## src/hw/rtl/tpc_pkg.sv

```systemverilog
// Shared types and constants for the triangle plane clipper.
// No dependencies.
package tpc_pkg;

  localparam int NUM_FIELDS = 9;

  localparam logic [1:0] REG_NX  = 2'd0;
  localparam logic [1:0] REG_NY  = 2'd1;
  localparam logic [1:0] REG_NZ  = 2'd2;
  localparam logic [1:0] REG_OFS = 2'd3;

  typedef enum logic [3:0] {
    ST_IDLE,
    ST_DIST,
    ST_CLASS,
    ST_DIV,
    ST_LERP,
    ST_EMIT
  } state_t;

  // Multiplier operand select.
  typedef enum logic [0:0] {
    MS_DIST,
    MS_LERP
  } msel_t;

endpackage

```

## src/hw/rtl/tpc_mul.sv

```systemverilog
// Shared signed multiplier with fractional shift and saturation, one registered stage.
// Depends on tpc_pkg.
module tpc_mul import tpc_pkg::*; #(
  parameter int W    = 32,
  parameter int FRAC = 16
) (
  input  logic                clk,
  input  logic signed [W:0]   a,
  input  logic signed [W:0]   b,
  output logic signed [63:0]  p
);
  localparam int PW = 2 * W + 2;
  logic signed [PW-1:0] full;
  logic signed [PW-1:0] shf;
  logic signed [63:0]   sat;
  localparam logic signed [63:0] LIM_HI = 64'sh0FFF_FFFF_FFFF_FFFF;
  localparam logic signed [63:0] LIM_LO = -64'sh1000_0000_0000_0000;

  always_comb begin
    full = PW'(a) * PW'(b);
    shf  = full >>> FRAC;
    if (shf > PW'(LIM_HI))      sat = LIM_HI;
    else if (shf < PW'(LIM_LO)) sat = LIM_LO;
    else                        sat = 64'(shf);
  end

  always_ff @(posedge clk) begin
    p <= sat;
  end
endmodule

```

## config.mk

```make
export PLATFORM = sky130hd
export DESIGN_NAME = tpc_mul
export DESIGN_NICKNAME = d
export VERILOG_FILES = /design/src/hw/rtl/tpc_pkg.sv /design/src/hw/rtl/tpc_mul.sv
export SDC_FILE = /design/constraint.sdc
export NUM_CORES = 2
export LEC_CHECK = 0
export ABC_CLOCK_PERIOD_IN_PS = 12000
export BUFFER_PORTS_ARGS = -buffer_cell sky130_fd_sc_hd__buf_2
export CORE_MARGIN = 8
export CORE_UTILIZATION = 54
export DETAILED_ROUTE_END_ITERATION = 7
export HOLD_SLACK_MARGIN = 0.06
export PLACE_DENSITY_LB_ADDON = 0.15
export SLEW_MARGIN = 20
export SYNTH_ARGS = -nofsm -noshare
export SYNTH_HDL_FRONTEND = slang
export SYNTH_SLANG_ARGS = --single-unit
```

## constraint.sdc

```tcl
create_clock -name clk -period 12 [get_ports clk]
set_clock_uncertainty 0.05 [all_clocks]
set_input_delay 2.4 -clock clk [delete_from_list [all_inputs] [get_ports clk]]
set_output_delay 2.4 -clock clk [all_outputs]
set_load 0.02 [all_outputs]
```

==> metrics.md <==
| Metric | Value |
|---|---|
| Status | `complete, no violations` |
| Yosys top cell by area | `fa_1` |
| Hold Buf Count CTS | `0` |
| Syn avg cell area | `between 9 and 10 sq um` |
| Final min period | `roughly 10 ns` |
| Clock sinks | `51` |
| Initial core utilization | `between 50% and 60%` |
| Crit Path Category | `in2reg` |
| Core Footprint | `~73000 sq um` |
| Synth Area in Adders | `approximately 64%` |
| Synth unique cells | `61` |
| Wire per inst | `between 20 and 25 microns` |
| Syn Nets | `5720` |
| Yosys reg bits | `between 50 and 60` |
| Post-CTS Resized | `0` |
| Die X | `approximately 290 microns` |
| Final worst slack | `around 1.6 ns` |
| Largest cells by area after synthesis | `fa_1, inv_1, and2_1, ha_1, nand2_1` |
| Post-Layout Cell Count | `just over 5000` |
| CP top delay family | `adder cells` |
| Met2 Usage GRT | `48.1%` |
| Synthesis-to-finish area growth | `3.15%` |
| Routed Antenna Nets | `0` |
| Max Freq | `roughly 96 MHz` |
| Fin nets | `between 5000 and 6000` |
| CTS tree | `yes` |
| Compound-Gate Fraction of Synth Area | `3.33%` |
| GR Util met1 | `between 30% and 40%` |
| 1st-iter DRT viols | `roughly 1500` |
| Biggest register | `p` |
| Slowest cell delay on critical path | `around 0.94 ns` |
| Ys flop type | `dfxtp_1` |
| Number of enable flip-flop cells after synthesis | `0` |
| FP Rows | `99` |
| Worst-path fanout max | `33` |
| Root Buffer | `clkbuf_16` |
| Largest family of logic cells by synthesized area | `adder cells` |
| Io pins | `~130` |
| Die H | `approximately 290 microns` |
| Max transition margin | `37.2%` |
| Worst Setup End Kind | `register` |
| Setup Slack @ Placement | `around 1.3 ns` |
| Cell area after synthesis | `between 30000 and 40000 sq um` |
| Yosys Warn Count | `0` |
| Avg Vias per Cell | `5.41` |
| Num CTS Buffers | `5` |
| Setup bufs post-CTS | `0` |
| Crit start category | `primary input` |
| Max FFs per register | `about 50` |
| GR Overflow Total | `0` |
| CP max-delay cell | `fa_1` |
| Post-synthesis sequential area ratio | `2.56%` |
| Worst-path clk slew | `0.08 ns` |
| Fin crit share | `a little under nine tenths` |
| Pre-antenna DRT Iters | `5` |
| CP required | `around 12 ns` |
| Hpwl dp | `90.5 mm` |
| Post-Synth Simple-Gate Area | `15.8%` |
| Synth top area share | `roughly 57%` |
| Fillers | `6713` |
| Regs by FF count | `p (51)` |
| DRC viols | `0` |
| Final setup vio count | `0` |
| Critical Path Most Common Cell | `fa_1` |
| Initial antenna violation count | `10` |
| Tightest Pin Transition | `approximately 0.94 ns` |
| Share of layout cells above drive strength 1 | `3.90%` |
| Busiest layer in global routing | `met2` |
| Min-delay worst type | `reg2out` |
| Synth Instances | `around 4300` |
| Unrepaired setup endpoints after global routing | `false` |
| H-Tree Level Count | `2` |
| Buffers on Ports | `130` |
| Met3 Use GR | `between 3 and 4%` |
| First-pass GRT wire length | `roughly 170 mm` |
| Max-cap violations | `0` |
| Post-route setup TNS | `0 ns` |
| Gr usage total | `27.3%` |
| Slew Limit Fails | `0` |
| Worst Path Buf+Inv | `6` |
| Critical path arrival | `about 11 ns` |
| Post-synthesis mux area share | `0.0251%` |
| Final Hold Vio Count | `0` |
| Largest net degree at the start of global routing | `34` |
| Final core utilization | `a little under three fifths` |
| Placer congestion estimate | `0.939` |
| XOR/XNOR share of the synthesized area | `1.45%` |
| Full die area | `~83000 sq um` |
| Deepest clock path buffer count | `2` |
| Post-synth ARST share | `0%` |
| DP Cell Count | `~5200` |
| Final WL | `between 100 and 150 mm` |
| Number of global-route vias before repair | `30800` |
| Via count | `~28000` |
-- cell usage after synthesis, drive strengths merged, types with 4 or more instances --
cell type	count
o21bai	14
nand2	574
a21o	28
clkbuf	212
ha	212
fa	1144
a211oi	7
xor2	25
a31oi	5
and2	536
nor2	68
nand3	8
o31ai	4
nor2b	6
nand2b	13
nor3	11
dfxtp	51
and3	6
xnor2	41
inv	1126
o21ai	42
nand4	25
a21oi	74
o21a	10
buf	15
-- per-stage QoR --
| stage | hold slack, ns | instance area (sq um) |
|---|---|---|
| floorplan | 2.69 | 39900 |
| global placement | 2.77 | 41000 |
| detailed placement | 2.77 | 41000 |
| CTS | 3.11 | 41200 |
| global route | 3.12 | 41200 |
| finish | 3.09 | 41200 |
-- path summary, 6_finish.rpt --
check                   startpoint          endpoint  cells after the start
setup / recovery             a[32]  p[59]$_SDFF_PN1_                     25
hold / removal    p[26]$_SDFF_PN1_             p[26]                      1
-- layout make-up --
type	count	area, sq um	area share [%]
diodes	6	15.0	0.0365
clock buffers	5	125	0.304
clock inverters	3	33.8	0.0820
inverters	1126	4230	10.3
multi-input cells	2893	33800	82.0
flip-flops and latches	51	1020	2.48
well taps	959	1200	2.91
repair buffers	148	786	1.91
-- cell usage in the layout, fill, tap and decap left out, drive strengths merged, types with 2 or more instances in the layout --
cell type | Yosys | routed
o41ai | 2 | 2
nand3 | 8 | 8
nor3 | 11 | 11
xor2 | 25 | 25
inv | 1126 | 1128
nor4 | 3 | 3
clkbuf | 212 | 5
o211ai | 3 | 3
or3b | 2 | 2
nor2b | 6 | 6
ha | 212 | 212
nand2b | 13 | 13
a211oi | 7 | 7
buf | 15 | 148
and3 | 6 | 6
or3 | 2 | 2
a21oi | 74 | 74
nand4 | 25 | 25
o21ai | 42 | 42
a21boi | 3 | 3
nor2 | 68 | 68
or2 | 3 | 3
o31ai | 4 | 4
a21o | 28 | 28
and2 | 536 | 536
fa | 1144 | 1144
a41oi | 2 | 2
o21bai | 14 | 14
xnor2 | 41 | 41
o21a | 10 | 10
nand2 | 574 | 574
dfxtp | 51 | 51
o221ai | 3 | 3
diode | 0 | 6
a31oi | 5 | 5
-- layer usage --
layer  share of wire (%)  vias up
met5               0.025        -
met4                 5.3        4
met3                 6.4      237
met2                  51      971
met1                  37    14900
li1                    -    12000
-- kinds of logic (layout without fill, tap and decap cells) --
| kind of cell | after synthesis | after routing |
|---|---|---|
| other | 0 | 6 |
| and+or+nand+nor | 1262 | 1262 |
| AOI/OAI and AO/OA | 208 | 208 |
| buffers and inverters | 1353 | 1282 |
| adders and majority gates | 1356 | 1356 |
| muxes | 1 | 1 |
| DFF | 51 | 51 |
| xor gates and xnor gates | 66 | 66 |
Power is left out: the tool's default activity adds up to more than one toggle a clock period on the data nets, which glitch-free logic cannot reach.
