**src/hw/rtl/tpc_pkg.sv**
```systemverilog
// Shared types and constants for the triangle plane clipper.
// No dependencies.
package tpc_pkg;

  localparam int NUM_FIELDS = 9;

  localparam logic [1:0] REG_NX  = 2'd0;
  localparam logic [1:0] REG_NY  = 2'd1;
  localparam logic [1:0] REG_NZ  = 2'd2;
  localparam logic [1:0] REG_OFS = 2'd3;

  typedef enum logic [3:0] {
    ST_IDLE,
    ST_DIST,
    ST_CLASS,
    ST_DIV,
    ST_LERP,
    ST_EMIT
  } state_t;

  // Multiplier operand select.
  typedef enum logic [0:0] {
    MS_DIST,
    MS_LERP
  } msel_t;

endpackage

```
**src/hw/rtl/tpc_div.sv**
```systemverilog
// Restoring fraction divider, one quotient bit per cycle.
// Depends on tpc_pkg.
module tpc_div import tpc_pkg::*; #(
  parameter int FRAC = 16
) (
  input  logic              clk,
  input  logic              rst_n,
  input  logic              start,
  input  logic [63:0]       num,
  input  logic [63:0]       den,
  output logic              done,
  output logic [FRAC-1:0]   q
);
  localparam int CW = $clog2(FRAC + 1);
  logic [64:0]     rem_r, rem_nxt;
  logic [63:0]     den_r;
  logic [FRAC-1:0] q_r, q_nxt;
  logic [CW-1:0]   cnt_r;
  logic            busy_r;
  logic [65:0]     sh;

  always_comb begin
    sh = {rem_r, 1'b0};
    if (sh >= {2'b0, den_r}) begin
      rem_nxt = 65'(sh - {2'b0, den_r});
      q_nxt   = {q_r[FRAC-2:0], 1'b1};
    end else begin
      rem_nxt = sh[64:0];
      q_nxt   = {q_r[FRAC-2:0], 1'b0};
    end
  end

  always_ff @(posedge clk) begin
    if (!rst_n) begin
      busy_r <= 1'b0;
      cnt_r  <= '0;
    end else if (start) begin
      busy_r <= 1'b1;
      cnt_r  <= '0;
      rem_r  <= {1'b0, num};
      den_r  <= den;
      q_r    <= '0;
    end else if (busy_r) begin
      rem_r <= rem_nxt;
      q_r   <= q_nxt;
      cnt_r <= cnt_r + 1'b1;
      if (cnt_r == CW'(FRAC - 1)) busy_r <= 1'b0;
    end
  end

  assign done = busy_r && (cnt_r == CW'(FRAC - 1));
  assign q    = q_nxt;
endmodule

```
**config.mk**
```make
export PLATFORM = sky130hd
export DESIGN_NAME = tpc_div
export DESIGN_NICKNAME = d
export VERILOG_FILES = /design/src/hw/rtl/tpc_pkg.sv /design/src/hw/rtl/tpc_div.sv
export SDC_FILE = /design/constraint.sdc
export NUM_CORES = 1
export LEC_CHECK = 0
export BUFFER_PORTS_ARGS = -buffer_cell sky130_fd_sc_hd__buf_2
export CAP_MARGIN = 20
export CORE_MARGIN = 1
export CORE_UTILIZATION = 45
export DETAILED_ROUTE_END_ITERATION = 10
export PLACE_DENSITY_LB_ADDON = 0.3
export SLEW_MARGIN = 15
export SYNTH_ARGS = -nofsm -noshare
export SYNTH_HDL_FRONTEND = slang
export SYNTH_SLANG_ARGS = --single-unit
```
**constraint.sdc**
```tcl
create_clock -name clk -period 4.7 [get_ports clk]
set_input_delay 0.235 -clock clk [delete_from_list [all_inputs] [get_ports clk]]
set_output_delay 0.235 -clock clk [all_outputs]
set_load 0.02 [all_outputs]
```
==> results.txt <==
largest net degree at the start of global routing: 81
P_int: 2980 uW
CP startpoint kind: register
antenna fix cells: 0
CTS H-tree depth: 4
final hold slack: 0.00467 ns
P per Cell Area: 357 nW/um2
GR Util All Layers: 24.2%
status: complete, no violations
Clock Latency Late Sink: 0.44 ns
fin. max-slew vios: 0
number of synthesized register bits: 150
clock slew at reported path FFs: 0.06 ns
NetSw: 1450 uW
die area: 23400 um2
RSZ-0062 raised after global routing: false
Synth top area share: 42.2%
met1 WL: 13200 um
Ports: 148
first-pass GRT wire length: 45200 um
Highest Signal Layer: met4
Syn Nets: 1272
final-report setup violation count: 0
Main synth FF type: edfxtp_1
vias in the first global route: 9053
Least-Margin Pin Slew: 0.861 ns
post-synthesis sequential area ratio: 43.4%
overall power: 4430 uW
Mapped Area: 10200 um2
Critical Path Fanout Max: 42
Post-CTS Resized: 0
Routed met3 length: 1810 um
switch share: 32.7%
LEAKAGE: 0.00517 uW
via count: 9036
TritonCTS Buffers: 17
RD Place Congestion: 0.942
FF-to-FF path depth: 12
DP HPWL: 19900 um
Root Buffer: clkbuf_16
asr flop ratio synth: 0%
min Tclk post-route: 4.45 ns
Antenna Nets Post-Route: 0
fillers: 2015
Vert. Die Dim: 153 um
WP data required: 4.47 ns
leading area contributor after synthesis: edfxtp_1
layout cell share with drive strength beyond 1: 17.0%
Max transition margin: 42.6%
Pre-antenna DRT Iters: 5
clk sinks: 150
crit share post-route: 94.7%
Final Routed Wirelength: 27700 um
Final Hold Vio Count: 0
skew final: 0.0138 ns
Syn Inst Count: 1074
GRT overflow: 0
Post-synth EDFFs: 144
Syn Area/Cell: 9.54 um2
# rows: 54
top cells by area, synth: edfxtp_1, ha_1, a21oi_1
combinational share of power: 30.0%
crit path kind: reg -> out
crit path DAT: 4.22 ns
vias per cell: 5.82
clock share of power: 32.3%
Netlist cell types: 71
initial core utilization: 46.4%
CTS tree: built
core area: 22100 um2
CTS max path bufs: 2
initial antenna violation count: 0
nets: 1458
Worst IR Drop VDD: 0.255 mV
die extent in x: 153 um
Avg WL per Cell: 17.9 um
Flop pwr share: 37.7%
WHS Path Cells: 1
fmax: 0.225 GHz
HP Class: in -> reg
DRT iter0 DRCs: 811
yosys warns: 0
Post-route DRC: 0
TNS Setup: 0 ns
crit end category: primary output
I/O Buffers: 147
Max-Cap Viols: 0
WL met2: 12000 um
Layout Area Growth over Synthesis: 21.0%
## kinds of logic (layout without fill, tap and decap cells)
family / Yosys count / after routing / synth area share (%)
and+or+nand+nor: 348 / 348 / 16.5
xor gates and xnor gates: 60 / 60 / 5.13
buffers and inverters: 137 / 336 / 5.70
muxes: 17 / 17 / 1.72
adders and majority gates: 67 / 67 / 8.26
DFF: 150 / 150 / 43.4
AOI/OAI and AO/OA: 295 / 295 / 19.3
## power by group through the flow
stage / registers, uW / clock network (uW) / logic, uW
floorplan: 1690 / 0 / 941
detailed placement: 1700 / 0 / 1260
global route: 1680 / 1490 / 1460
CTS: 1670 / 1440 / 1310
global placement: 1690 / 0 / 1240
finish: 1670 / 1430 / 1330
## what timing repair did
| action | 4_1_cts | 5_1_grt |
|---|---|---|
| setup buffers | 0 | 0 |
| endpoints found under the hold margin | 62 | 0 |
| hold buffers | 62 | 0 |
## final timing paths
| path | startpoint | slack (ns) | endpoint |
|---|---|---|---|
| worst max-delay path | rem_r[2]$_DFFE_PP_ | 0.25 | q[0] |
| worst min-delay path | den[3] | 0.005 | den_r[3]$_DFFE_PP_ |
| worst max register to register | rem_r[2]$_DFFE_PP_ | 0.55 | rem_r[30]$_DFFE_PP_ |
| worst min register to register | cnt_r[4]$_SDFFE_PP0P_ | 0.50 | cnt_r[4]$_SDFFE_PP0P_ |
## area by class of cell
| type | instances | area [um2] | share of cell area, % |
|---|---|---|---|
| multi-input cells | 787 | 5230 | 42.2 |
| flip-flops and latches | 150 | 4440 | 35.9 |
| repair buffers | 220 | 1440 | 11.6 |
| clock buffers | 23 | 543 | 4.38 |
| well taps | 280 | 350 | 2.83 |
| inverters | 84 | 318 | 2.56 |
| clock inverters | 9 | 68.8 | 0.555 |
## per-layer routing
metal  vias up  GRT usage (%)
met4         0           9.19
met5         -              0
li1       4343              -
met2       334           37.8
met3        48           4.88
met1      4311           33.2
## synth_stat cells (3+ instances only)
master and number:
a21boi_0 5, a221o_1 3, o21ai_0 56, and2_1 12, o31ai_1 5, nand3_1 63, o311ai_0 35, o2111ai_1 3
clkbuf_1 41, mux2_2 4, a311oi_1 3, or3_1 6, and3_1 11, dfxtp_1 6, nand4_1 21, o31a_1 3
xor2_1 25, a31oi_1 9, o21bai_1 10, mux2i_1 12, nor4_1 7, buf_4 3, nand2b_1 11, nor2b_1 24
buf_2 3, nor3_1 19, nor2_1 55, ha_1 66, xnor2_1 35, a31o_2 4, a21oi_1 88, o211ai_1 6
nand2_1 111, a21o_1 30, buf_6 4, a211oi_1 5, o21a_1 5, edfxtp_1 144, o21ai_1 3, inv_1 82
## state kept, by name, summed over array words and instances (netlist names)
name	cells
rem_r	65
q_r	15
cnt_r	5
busy_r	1
den_r	64
## layout by cell type, fill, tap and decap left out, drive strengths merged, types with 6 or more instances in the layout
master / Yosys / routed
buf: 12 / 158
edfxtp: 144 / 144
nand2: 111 / 111
a21oi: 90 / 90
inv: 83 / 90
ha: 66 / 66
nand3: 63 / 63
dlygate4sd3: 0 / 62
o21ai: 59 / 59
nor2: 56 / 56
xnor2: 35 / 35
o311ai: 35 / 35
a21o: 30 / 30
xor2: 25 / 25
nor2b: 24 / 24
clkbuf: 41 / 23
nand4: 21 / 21
nor3: 19 / 19
mux2i: 12 / 12
and2: 12 / 12
and3: 11 / 11
nand2b: 11 / 11
o21bai: 10 / 10
a31oi: 10 / 10
nor4: 8 / 8
o211ai: 7 / 7
or3: 6 / 6
dfxtp: 6 / 6
o31ai: 6 / 6
## metrics by stage
step | setup WS, ns | std cells | utilization (%) | instance area [um2]
6_report | 0.248 | 1553 | 56.1 | 12400
5_1_grt | 0.0115 | 1553 | 56.1 | 12400
4_1_cts | 0.254 | 1553 | 56.1 | 12400
3_5_place_dp | 0.624 | 1459 | 50.5 | 11200
3_3_place_gp | 0.725 | 1459 | 50.5 | 11200
2_1_floorplan | 1.28 | 1074 | - | 10200
## worst max-delay path, stage by stage (launching register included)
cell       delay (ns)
edfxtp_1         0.41
ha_1             0.41
o211ai_2         0.20
a21oi_2          0.07
o31a_1           0.38
a2111oi_4        0.47
o31ai_2          0.17
a31o_2           0.26
nand3b_4         0.10
and2_2           0.72
inv_4            0.31
buf_2            0.27
(Power assumes the default switching activity.)
